File: src/hdl/tbc_pkg.sv
// Shared constants, types and cipher functions for the tweakable 10-bit block cipher
package tbc_pkg;

    localparam int BLOCK_W     = 10;
    localparam int HALF_W      = 5;
    localparam int TWEAK_W     = 48;
    localparam int KEY_W       = 60;
    localparam int RKEY_W      = 30;
    localparam int GKEY_W      = 25;
    localparam int NIBBLES     = 12;
    localparam int CFG_INDEX_W = 2;
    localparam int QUEUE_DEPTH = 2;

    // Rotation amounts of the 60-bit diffusion
    localparam int DIFF_ROT_0 = 6;
    localparam int DIFF_ROT_1 = 12;
    localparam int DIFF_ROT_2 = 19;
    localparam int DIFF_ROT_3 = 29;
    localparam int DIFF_ROT_4 = 43;
    localparam int DIFF_ROT_5 = 51;

    localparam logic [HALF_W-1:0] SBOX [32] = '{
        5'd0,  5'd2,  5'd4,  5'd12, 5'd8,  5'd14, 5'd24, 5'd21,
        5'd16, 5'd19, 5'd28, 5'd5,  5'd17, 5'd20, 5'd11, 5'd23,
        5'd1,  5'd6,  5'd7,  5'd26, 5'd25, 5'd18, 5'd10, 5'd27,
        5'd3,  5'd13, 5'd9,  5'd29, 5'd22, 5'd30, 5'd15, 5'd31
    };

    typedef enum logic [CFG_INDEX_W-1:0] {
        CFG_KEY_WORD_0 = 2'd0,
        CFG_KEY_WORD_1 = 2'd1,
        CFG_KEY_WORD_2 = 2'd2,
        CFG_KEY_WORD_3 = 2'd3
    } cfg_reg_t;

    // Item after the front end: block plus the first two schedule words
    typedef struct packed {
        logic [BLOCK_W-1:0] blk;
        logic [KEY_W-1:0]   sched_a;
        logic [KEY_W-1:0]   sched_b;
    } sched_t;

    function automatic logic [HALF_W-1:0] rot5(input logic [HALF_W-1:0] v, input int r);
        logic [2*HALF_W-1:0] dbl;
        dbl = {v, v} << r;
        return dbl[2*HALF_W-1:HALF_W];
    endfunction

    function automatic logic [HALF_W-1:0] gfun(input logic [HALF_W-1:0] v,
                                               input logic [GKEY_W-1:0] gk);
        logic [HALF_W-1:0] acc;
        acc = rot5(v, 1) & rot5(v, 2);
        for (int i = 0; i < 5; i++) begin
            acc = acc ^ (rot5(v, i) & gk[HALF_W*i +: HALF_W]);
        end
        return acc;
    endfunction

    function automatic logic [BLOCK_W-1:0] enc_round(input logic [BLOCK_W-1:0] blk,
                                                     input logic [RKEY_W-1:0] rk,
                                                     input logic last_rnd);
        logic [HALF_W-1:0] l_half;
        logic [HALF_W-1:0] r_half;
        logic [HALF_W-1:0] sk;
        logic [HALF_W-1:0] nl;
        logic [HALF_W-1:0] nr;
        logic [GKEY_W-1:0] gk;
        l_half = blk[BLOCK_W-1:HALF_W];
        r_half = blk[HALF_W-1:0];
        gk     = rk[GKEY_W-1:0];
        sk     = rk[RKEY_W-1:GKEY_W];
        if (!last_rnd) begin
            nl = r_half ^ gfun(l_half, gk);
            nr = SBOX[l_half ^ sk];
        end else begin
            nr = r_half ^ gfun(l_half, gk);
            nl = SBOX[l_half] ^ sk;
        end
        return {nl, nr};
    endfunction

    function automatic logic [KEY_W-1:0] widen(input logic [TWEAK_W-1:0] t);
        logic [KEY_W-1:0] v;
        v = '0;
        for (int i = 0; i < NIBBLES; i++) begin
            v[HALF_W*i +: HALF_W] = {1'b0, t[4*i +: 4]};
        end
        return v;
    endfunction

    function automatic logic [KEY_W-1:0] slayer(input logic [KEY_W-1:0] v);
        logic [KEY_W-1:0] o;
        o = '0;
        for (int i = 0; i < NIBBLES; i++) begin
            o[HALF_W*i +: HALF_W] = SBOX[v[HALF_W*i +: HALF_W]];
        end
        return o;
    endfunction

    function automatic logic [KEY_W-1:0] rot60(input logic [KEY_W-1:0] v, input int r);
        logic [2*KEY_W-1:0] dbl;
        dbl = {v, v} << r;
        return dbl[2*KEY_W-1:KEY_W];
    endfunction

    function automatic logic [KEY_W-1:0] diffuse(input logic [KEY_W-1:0] v);
        return v ^ rot60(v, DIFF_ROT_0) ^ rot60(v, DIFF_ROT_1) ^ rot60(v, DIFF_ROT_2)
                 ^ rot60(v, DIFF_ROT_3) ^ rot60(v, DIFF_ROT_4) ^ rot60(v, DIFF_ROT_5);
    endfunction

    // Bit 12*row+col moves to 5*col+row
    function automatic logic [KEY_W-1:0] transpose(input logic [KEY_W-1:0] v);
        logic [KEY_W-1:0] o;
        o = '0;
        for (int row = 0; row < HALF_W; row++) begin
            for (int col = 0; col < NIBBLES; col++) begin
                o[HALF_W*col + row] = v[NIBBLES*row + col];
            end
        end
        return o;
    endfunction

endpackage

File: src/hdl/tbc_front.sv
// Front end: accept items and compute the first half of the tweak schedule
module tbc_front (
    input  logic                                aclk,
    input  logic                                aresetn,
    input  logic                                s_valid,
    output logic                                s_ready,
    input  logic [tbc_pkg::BLOCK_W-1:0]         s_plain_block,
    input  logic [tbc_pkg::TWEAK_W-1:0]         s_tweak_value,
    input  logic [tbc_pkg::KEY_W-1:0]           key_word_0,
    input  logic [tbc_pkg::KEY_W-1:0]           key_word_1,
    output logic                                f_valid,
    input  logic                                f_ready,
    output tbc_pkg::sched_t                     f_item
);

    logic                       f_valid_reg;
    tbc_pkg::sched_t            f_item_reg;
    logic [tbc_pkg::KEY_W-1:0]  sched_a;
    logic [tbc_pkg::KEY_W-1:0]  sched_b;

    assign sched_a = tbc_pkg::widen(s_tweak_value) ^ key_word_0;
    assign sched_b = tbc_pkg::diffuse(tbc_pkg::slayer(sched_a)) ^ key_word_1;

    // Take a new item whenever the held one is empty or leaving
    assign s_ready = !f_valid_reg || f_ready;

    always_ff @(posedge aclk) begin
        if (!aresetn) begin
            f_valid_reg <= 1'b0;
        end else if (s_ready) begin
            f_valid_reg <= s_valid;
        end
    end

    always_ff @(posedge aclk) begin
        if (s_valid && s_ready) begin
            f_item_reg.blk     <= s_plain_block;
            f_item_reg.sched_a <= sched_a;
            f_item_reg.sched_b <= sched_b;
        end
    end

    assign f_valid = f_valid_reg;
    assign f_item  = f_item_reg;

endmodule

File: src/hdl/tbc_queue.sv
// Short queue between front and back end, with a registered head entry
module tbc_queue #(
    parameter int DEPTH = tbc_pkg::QUEUE_DEPTH
) (
    input  logic             aclk,
    input  logic             aresetn,
    input  logic             in_valid,
    output logic             in_ready,
    input  tbc_pkg::sched_t  in_item,
    output logic             out_valid,
    input  logic             out_ready,
    output tbc_pkg::sched_t  out_item
);

    localparam int PTR_W = (DEPTH > 1) ? $clog2(DEPTH) : 1;
    localparam int CNT_W = $clog2(DEPTH + 1);

    tbc_pkg::sched_t   mem [DEPTH];
    logic [PTR_W-1:0]  wr_ptr_reg;
    logic [PTR_W-1:0]  rd_ptr_reg;
    logic [CNT_W-1:0]  cnt_reg;
    logic [CNT_W-1:0]  cnt_next;
    logic              head_valid_reg;
    tbc_pkg::sched_t   head_reg;

    logic push;
    logic head_load;
    logic mem_empty;
    logic mem_rd;
    logic bypass;
    logic mem_wr;

    assign mem_empty = (cnt_reg == '0);
    assign in_ready  = (cnt_reg != CNT_W'(DEPTH));
    assign push      = in_valid && in_ready;
    assign head_load = !head_valid_reg || out_ready;
    assign mem_rd    = head_load && !mem_empty;
    // Pass straight to the head when nothing older waits
    assign bypass    = head_load && mem_empty && push;
    assign mem_wr    = push && !bypass;
    assign cnt_next  = cnt_reg + CNT_W'(mem_wr) - CNT_W'(mem_rd);

    always_ff @(posedge aclk) begin
        if (!aresetn) begin
            wr_ptr_reg     <= '0;
            rd_ptr_reg     <= '0;
            cnt_reg        <= '0;
            head_valid_reg <= 1'b0;
        end else begin
            cnt_reg <= cnt_next;
            if (mem_wr) begin
                wr_ptr_reg <= (wr_ptr_reg == PTR_W'(DEPTH - 1)) ? '0 : wr_ptr_reg + 1'b1;
            end
            if (mem_rd) begin
                rd_ptr_reg <= (rd_ptr_reg == PTR_W'(DEPTH - 1)) ? '0 : rd_ptr_reg + 1'b1;
            end
            if (head_load) begin
                head_valid_reg <= !mem_empty || push;
            end
        end
    end

    always_ff @(posedge aclk) begin
        if (mem_wr) begin
            mem[wr_ptr_reg] <= in_item;
        end
    end

    always_ff @(posedge aclk) begin
        if (mem_rd) begin
            head_reg <= mem[rd_ptr_reg];
        end else if (bypass) begin
            head_reg <= in_item;
        end
    end

    assign out_valid = head_valid_reg;
    assign out_item  = head_reg;

endmodule

File: src/hdl/tbc_back.sv
// Back end: finish the tweak schedule and run the eight rounds over two stages
module tbc_back (
    input  logic                           aclk,
    input  logic                           aresetn,
    input  logic                           in_valid,
    output logic                           in_ready,
    input  tbc_pkg::sched_t                in_item,
    input  logic [tbc_pkg::KEY_W-1:0]      key_word_2,
    input  logic [tbc_pkg::KEY_W-1:0]      key_word_3,
    output logic                           m_valid,
    input  logic                           m_ready,
    output logic [tbc_pkg::BLOCK_W-1:0]    m_cipher_block
);

    localparam int KW = tbc_pkg::KEY_W;
    localparam int RW = tbc_pkg::RKEY_W;

    logic [KW-1:0]               sched_c;
    logic [KW-1:0]               sched_d;
    logic [tbc_pkg::BLOCK_W-1:0] blk_first;
    logic [tbc_pkg::BLOCK_W-1:0] blk_last;

    logic                        mid_valid_reg;
    logic [tbc_pkg::BLOCK_W-1:0] mid_blk_reg;
    logic [KW-1:0]               mid_c_reg;
    logic [KW-1:0]               mid_d_reg;
    logic                        out_valid_reg;
    logic [tbc_pkg::BLOCK_W-1:0] out_blk_reg;
    logic                        out_ready;

    assign sched_c = tbc_pkg::slayer(tbc_pkg::transpose(
                         tbc_pkg::slayer(in_item.sched_b) ^ key_word_2));
    assign sched_d = tbc_pkg::slayer(tbc_pkg::diffuse(sched_c) ^ key_word_3);

    // Rounds one to four use the schedule words that came from the front end
    always_comb begin
        blk_first = in_item.blk;
        blk_first = tbc_pkg::enc_round(blk_first, in_item.sched_a[RW-1:0], 1'b0);
        blk_first = tbc_pkg::enc_round(blk_first, in_item.sched_a[KW-1:RW], 1'b0);
        blk_first = tbc_pkg::enc_round(blk_first, in_item.sched_b[RW-1:0], 1'b0);
        blk_first = tbc_pkg::enc_round(blk_first, in_item.sched_b[KW-1:RW], 1'b0);
    end

    // Rounds five to seven, then the final round
    always_comb begin
        blk_last = mid_blk_reg;
        blk_last = tbc_pkg::enc_round(blk_last, mid_c_reg[RW-1:0], 1'b0);
        blk_last = tbc_pkg::enc_round(blk_last, mid_c_reg[KW-1:RW], 1'b0);
        blk_last = tbc_pkg::enc_round(blk_last, mid_d_reg[RW-1:0], 1'b0);
        blk_last = tbc_pkg::enc_round(blk_last, mid_d_reg[KW-1:RW], 1'b1);
    end

    assign out_ready = !out_valid_reg || m_ready;
    assign in_ready  = !mid_valid_reg || out_ready;

    always_ff @(posedge aclk) begin
        if (!aresetn) begin
            mid_valid_reg <= 1'b0;
            out_valid_reg <= 1'b0;
        end else begin
            if (in_ready) begin
                mid_valid_reg <= in_valid;
            end
            if (out_ready) begin
                out_valid_reg <= mid_valid_reg;
            end
        end
    end

    always_ff @(posedge aclk) begin
        if (in_valid && in_ready) begin
            mid_blk_reg <= blk_first;
            mid_c_reg   <= sched_c;
            mid_d_reg   <= sched_d;
        end
        if (mid_valid_reg && out_ready) begin
            out_blk_reg <= blk_last;
        end
    end

    assign m_valid        = out_valid_reg;
    assign m_cipher_block = out_blk_reg;

endmodule

File: src/hdl/tweakable_10bit_block_cipher.sv
// Top level of the tweakable 10-bit block cipher: key registers, front, queue and back end
//
//  Channel   Direction  Handshake          Payload
//  s_        in         s_valid/s_ready    s_plain_block[9:0], s_tweak_value[47:0]
//  m_        out        m_valid/m_ready    m_cipher_block[9:0]
//  cfg_      in         cfg_wr_en          cfg_index[1:0], cfg_data[59:0]
//
//  One item per cycle sustained while m_ready holds high; each item passes the front register,
//  the queue head and the two round stages, and waits longer while the queue holds items.
//  The queue holds QUEUE_DEPTH items besides its head, which the front end can still fill
//  after m_ready drops.
//  Reset is synchronous on aresetn low and clears all valid flags and keys to zero.
module tweakable_10bit_block_cipher #(
    parameter int QUEUE_DEPTH = tbc_pkg::QUEUE_DEPTH
) (
    input  logic                              aclk,
    input  logic                              aresetn,
    input  logic                              s_valid,
    output logic                              s_ready,
    input  logic [tbc_pkg::BLOCK_W-1:0]       s_plain_block,
    input  logic [tbc_pkg::TWEAK_W-1:0]       s_tweak_value,
    output logic                              m_valid,
    input  logic                              m_ready,
    output logic [tbc_pkg::BLOCK_W-1:0]       m_cipher_block,
    input  logic                              cfg_wr_en,
    input  logic [tbc_pkg::CFG_INDEX_W-1:0]   cfg_index,
    input  logic [tbc_pkg::KEY_W-1:0]         cfg_data
);

    logic [tbc_pkg::KEY_W-1:0] key_word_0_reg;
    logic [tbc_pkg::KEY_W-1:0] key_word_1_reg;
    logic [tbc_pkg::KEY_W-1:0] key_word_2_reg;
    logic [tbc_pkg::KEY_W-1:0] key_word_3_reg;

    logic             f_valid;
    logic             f_ready;
    tbc_pkg::sched_t  f_item;
    logic             q_valid;
    logic             q_ready;
    tbc_pkg::sched_t  q_item;

    always_ff @(posedge aclk) begin
        if (!aresetn) begin
            key_word_0_reg <= '0;
            key_word_1_reg <= '0;
            key_word_2_reg <= '0;
            key_word_3_reg <= '0;
        end else if (cfg_wr_en) begin
            unique case (tbc_pkg::cfg_reg_t'(cfg_index))
                tbc_pkg::CFG_KEY_WORD_0: key_word_0_reg <= cfg_data;
                tbc_pkg::CFG_KEY_WORD_1: key_word_1_reg <= cfg_data;
                tbc_pkg::CFG_KEY_WORD_2: key_word_2_reg <= cfg_data;
                tbc_pkg::CFG_KEY_WORD_3: key_word_3_reg <= cfg_data;
            endcase
        end
    end

    tbc_front u_front (
        .aclk          (aclk),
        .aresetn       (aresetn),
        .s_valid       (s_valid),
        .s_ready       (s_ready),
        .s_plain_block (s_plain_block),
        .s_tweak_value (s_tweak_value),
        .key_word_0    (key_word_0_reg),
        .key_word_1    (key_word_1_reg),
        .f_valid       (f_valid),
        .f_ready       (f_ready),
        .f_item        (f_item)
    );

    tbc_queue #(
        .DEPTH (QUEUE_DEPTH)
    ) u_queue (
        .aclk      (aclk),
        .aresetn   (aresetn),
        .in_valid  (f_valid),
        .in_ready  (f_ready),
        .in_item   (f_item),
        .out_valid (q_valid),
        .out_ready (q_ready),
        .out_item  (q_item)
    );

    tbc_back u_back (
        .aclk           (aclk),
        .aresetn        (aresetn),
        .in_valid       (q_valid),
        .in_ready       (q_ready),
        .in_item        (q_item),
        .key_word_2     (key_word_2_reg),
        .key_word_3     (key_word_3_reg),
        .m_valid        (m_valid),
        .m_ready        (m_ready),
        .m_cipher_block (m_cipher_block)
    );

endmodule

File: config.mk
export PLATFORM = sky130hd
export DESIGN_NAME = tweakable_10bit_block_cipher
export DESIGN_NICKNAME = d
export VERILOG_FILES = /design/src/hdl/tbc_pkg.sv /design/src/hdl/tbc_front.sv /design/src/hdl/tbc_queue.sv /design/src/hdl/tbc_back.sv /design/src/hdl/tweakable_10bit_block_cipher.sv
export SDC_FILE = /design/constraint.sdc
export NUM_CORES = 2
export LEC_CHECK = 0
export BUFFER_PORTS_ARGS = -buffer_cell sky130_fd_sc_hd__buf_2
export CAP_MARGIN = 20
export CELL_PAD_IN_SITES_DETAIL_PLACEMENT = 1
export CELL_PAD_IN_SITES_GLOBAL_PLACEMENT = 2
export CORE_MARGIN = 8
export CORE_UTILIZATION = 43
export CTS_BUF_LIST = sky130_fd_sc_hd__clkbuf_2
export DETAILED_ROUTE_END_ITERATION = 8
export GPL_TIMING_DRIVEN = 0
export PLACE_DENSITY = 0.87
export SETUP_SLACK_MARGIN = 0.4
export SYNTH_ARGS = -nofsm -noshare
export SYNTH_HDL_FRONTEND = slang
export SYNTH_SLANG_ARGS = --single-unit
File: constraint.sdc
create_clock -name aclk -period 11.85 [get_ports aclk]
set_input_delay 0.5925 -clock aclk [delete_from_list [all_inputs] [get_ports aclk]]
set_output_delay 0.5925 -clock aclk [all_outputs]
set_load 0.1 [all_outputs]
==> flow_metrics.env <==
export IMPL_outcome="finished clean"
export IMPL_maxCapViolations=0
export IMPL_cts_resized=0
export IMPL_ys_top_cells_by_area="edfxtp_1 33%, xnor2_1 11%, dfxtp_1 8.3%, ha_1 7.7%, nand2_1 5.3%"
export IMPL_cp_endpoint="u_back.mid_d_reg[48]"
export IMPL_grt_overflow_total=0
export IMPL_ys_seq_elements=909
export IMPL_clkTransAtPathRegs_ns=0.12
export IMPL_syn_inst=6082
export IMPL_drc=0
export IMPL_cts_max_path_buffers=3
export IMPL_ys_seq_area_share_pct=41.2
export IMPL_grt_start_max_net_pins=66
export IMPL_hpwl_um=172000
export IMPL_placed_cell_area_um2=64200
export IMPL_synth_common_cells="849 x nand2_1, 775 x xnor2_1, 660 x edfxtp_1"
export IMPL_die_w_um=390
export IMPL_htreeDepth=4
export IMPL_hold_viol=0
export IMPL_cts_setup_buffers=0
export IMPL_via_count=50200
export IMPL_synth_top_area_share_pct=32.9
export IMPL_largest_reg_flops=260
export IMPL_fin_cells=8900
export IMPL_fmax_ghz=0.135
export IMPL_timing_final_ws_setup_ns=4.46
export IMPL_synth_cell_types=96
export IMPL_track_usage_pct=29.3
export IMPL_worstPathArrival_ns=8.86
export IMPL_worstSkewPairLatency_ns=1.83
export IMPL_r2r_end="u_back.mid_d_reg[48]"
export IMPL_r2r_start="u_queue.out_item[5]"
export IMPL_critPathLaunchType="flop"
export IMPL_worstPathMaxFanout=10
export IMPL_nNetsFinal=7311
export IMPL_dr_pass1_iters=5
export IMPL_core_um2=139000
export IMPL_ios=137
export IMPL_drive_above_1_share_pct=11.2
export IMPL_wl_per_cell_um=26.0
export IMPL_grt_pass1_wl_um=335000
export IMPL_slew_viol_final=0
export IMPL_ys_flop_type="edfxtp_1"
export IMPL_tightest_slew_ns=1.30
export IMPL_synth_edf_count=660
export IMPL_fin_skew_ns=0.184
export IMPL_ff2ff_path_depth=20
export IMPL_cts_tree="yes"
export IMPL_end_kind="flop"
export IMPL_hold_path_depth=4
export IMPL_relSlewSlack_pct=13.3
export IMPL_die_area_um2=152000
export IMPL_grt_pass1_vias=50700
export IMPL_numClockSinks=909
export IMPL_hp_class="primary input to flop"
export IMPL_synth_async_reset_ratio_pct=0
export IMPL_fin_hold_ws_ns=0.282
export IMPL_area_growth_pct=15.4
export IMPL_fin_crit_sh_pct=62.3
export IMPL_drt_wl_total_um=231000
export IMPL_yosys_area_top_type="edfxtp_1"
export IMPL_final_area_um2=69500
export IMPL_pre_cts_ws_ns=4.53
export IMPL_num_rows=137
export IMPL_cts_hold_buf=293
export IMPL_critPathKind="flop to flop"
export IMPL_cp_startpoint="u_queue.out_item[5]"
export IMPL_min_period_ns=7.39
export IMPL_dieHeight_um=390
export IMPL_setup_viol=0
export IMPL_root_buffer="clkbuf_2"
export IMPL_reg2reg_slack_ns=4.46
export IMPL_yosys_cell_count_top_type="nand2_1"
export IMPL_gp_congestion=0.946
export IMPL_postSynthAreaPerCell_um2=9.90
export IMPL_antenna_found_initial=24
export IMPL_start_util_pct=43.2
export IMPL_io_buffers=134
export IMPL_via_per_inst=5.64
export IMPL_synth_warnings=0
export IMPL_cp_required_ns=13.32
export IMPL_first_iter_violations=5011
export IMPL_rsz0062_at_grt="false"
export IMPL_syn_num_nets=6577
export IMPL_ant_nets=0
export IMPL_syn_area_um2=60200
export IMPL_dp_cells=8152
export IMPL_cts_buffers_inserted=232
## metal layers
layer	vias up	GRT usage (%)	share of wire [%]
met5	-	0	0.027
met4	8	10.2	3.7
met3	431	6.91	9.4
met2	2060	45.5	44
met1	25000	40.1	43
li1	22600	-	-
## stage by stage
step / util, % / TNS (ns)
finish: 49.9 / 0
global route: 49.9 / 0
CTS: 49.8 / 0
detailed placement: 46.1 / 0
global placement: 45.4 / -684.34
floorplan: - / 0
## layout make-up
type,instances,area (um2)
flip-flops and latches,909,24800
well taps,1876,2350
plain buffers,279,1150
clock buffers,344,1720
diodes,7,17.5
repair buffers,500,4540
inverters,257,965
fillers,15800,69900
clock inverters,91,531
multi-input cells,4637,33400
## worst max-delay path: stages (launching register included)
cell	delay, ns
edfxtp_1	0.63
inv_1	0.26
ha_1	0.36
nand2_1	0.05
o21ai_0	0.15
a21oi_1	0.17
xnor2_1	0.82
inv_1	0.21
ha_1	0.25
nor2b_1	0.13
a2111oi_0	0.36
a21oi_1	0.08
o21ai_1	0.65
xor2_1	0.58
xnor2_1	0.19
xnor2_1	0.93
inv_1	0.34
ha_1	0.31
nor2_1	0.10
a21oi_1	0.06
mux4_2	0.51
## worst min path at each step
stage | start | end | slack [ns]
after floorplan | key_word_0_reg[44] | u_front.f_item[104] | 0.41
after global placement | key_word_0_reg[44] | u_front.f_item[104] | 0.42
after detailed placement | key_word_0_reg[44] | u_front.f_item[104] | 0.44
after CTS | s_tweak_value[15] | u_front.f_item[78] | 0.02
after global routing | s_tweak_value[39] | u_front.f_item[108] | 0.20
final | s_tweak_value[39] | u_front.f_item[108] | 0.28
## kinds of logic (layout without fill, tap and decap cells)
| group | count (synthesis) | in the layout | share of synthesized area [%] |
|---|---|---|---|
| mux | 325 | 325 | 6.10 |
| buf+inv | 536 | 1471 | 3.51 |
| other cells | 0 | 7 | 0 |
| compound gates | 1257 | 1257 | 13.4 |
| simple gates | 1579 | 1579 | 11.0 |
| xor+xnor | 1106 | 1106 | 17.1 |
| fa+ha+maj | 370 | 370 | 7.69 |
| flops | 909 | 909 | 41.2 |
## placed cells by master, fill, tap and decap left out, drive strengths merged, types with 28 or more instances in the layout
cell type	Yosys	layout
nand2	849	849
xnor2	796	796
edfxtp	660	660
clkbuf	207	551
nor2	434	434
a21oi	395	395
ha	370	370
dlygate4sd3	0	293
xor2	284	284
buf	72	279
mux2i	267	267
inv	246	255
a21boi	252	252
o21ai	250	250
dfxtp	249	249
clkinv	11	90
a211oi	59	59
nor3	53	53
nand3	51	51
nand2b	50	50
a31oi	46	46
nor2b	41	41
mux2	30	30
mux4	28	28
a311oi	28	28
Power is not shown: default switching activity piles up to over one toggle a cycle in this logic, so the estimate is an artifact.
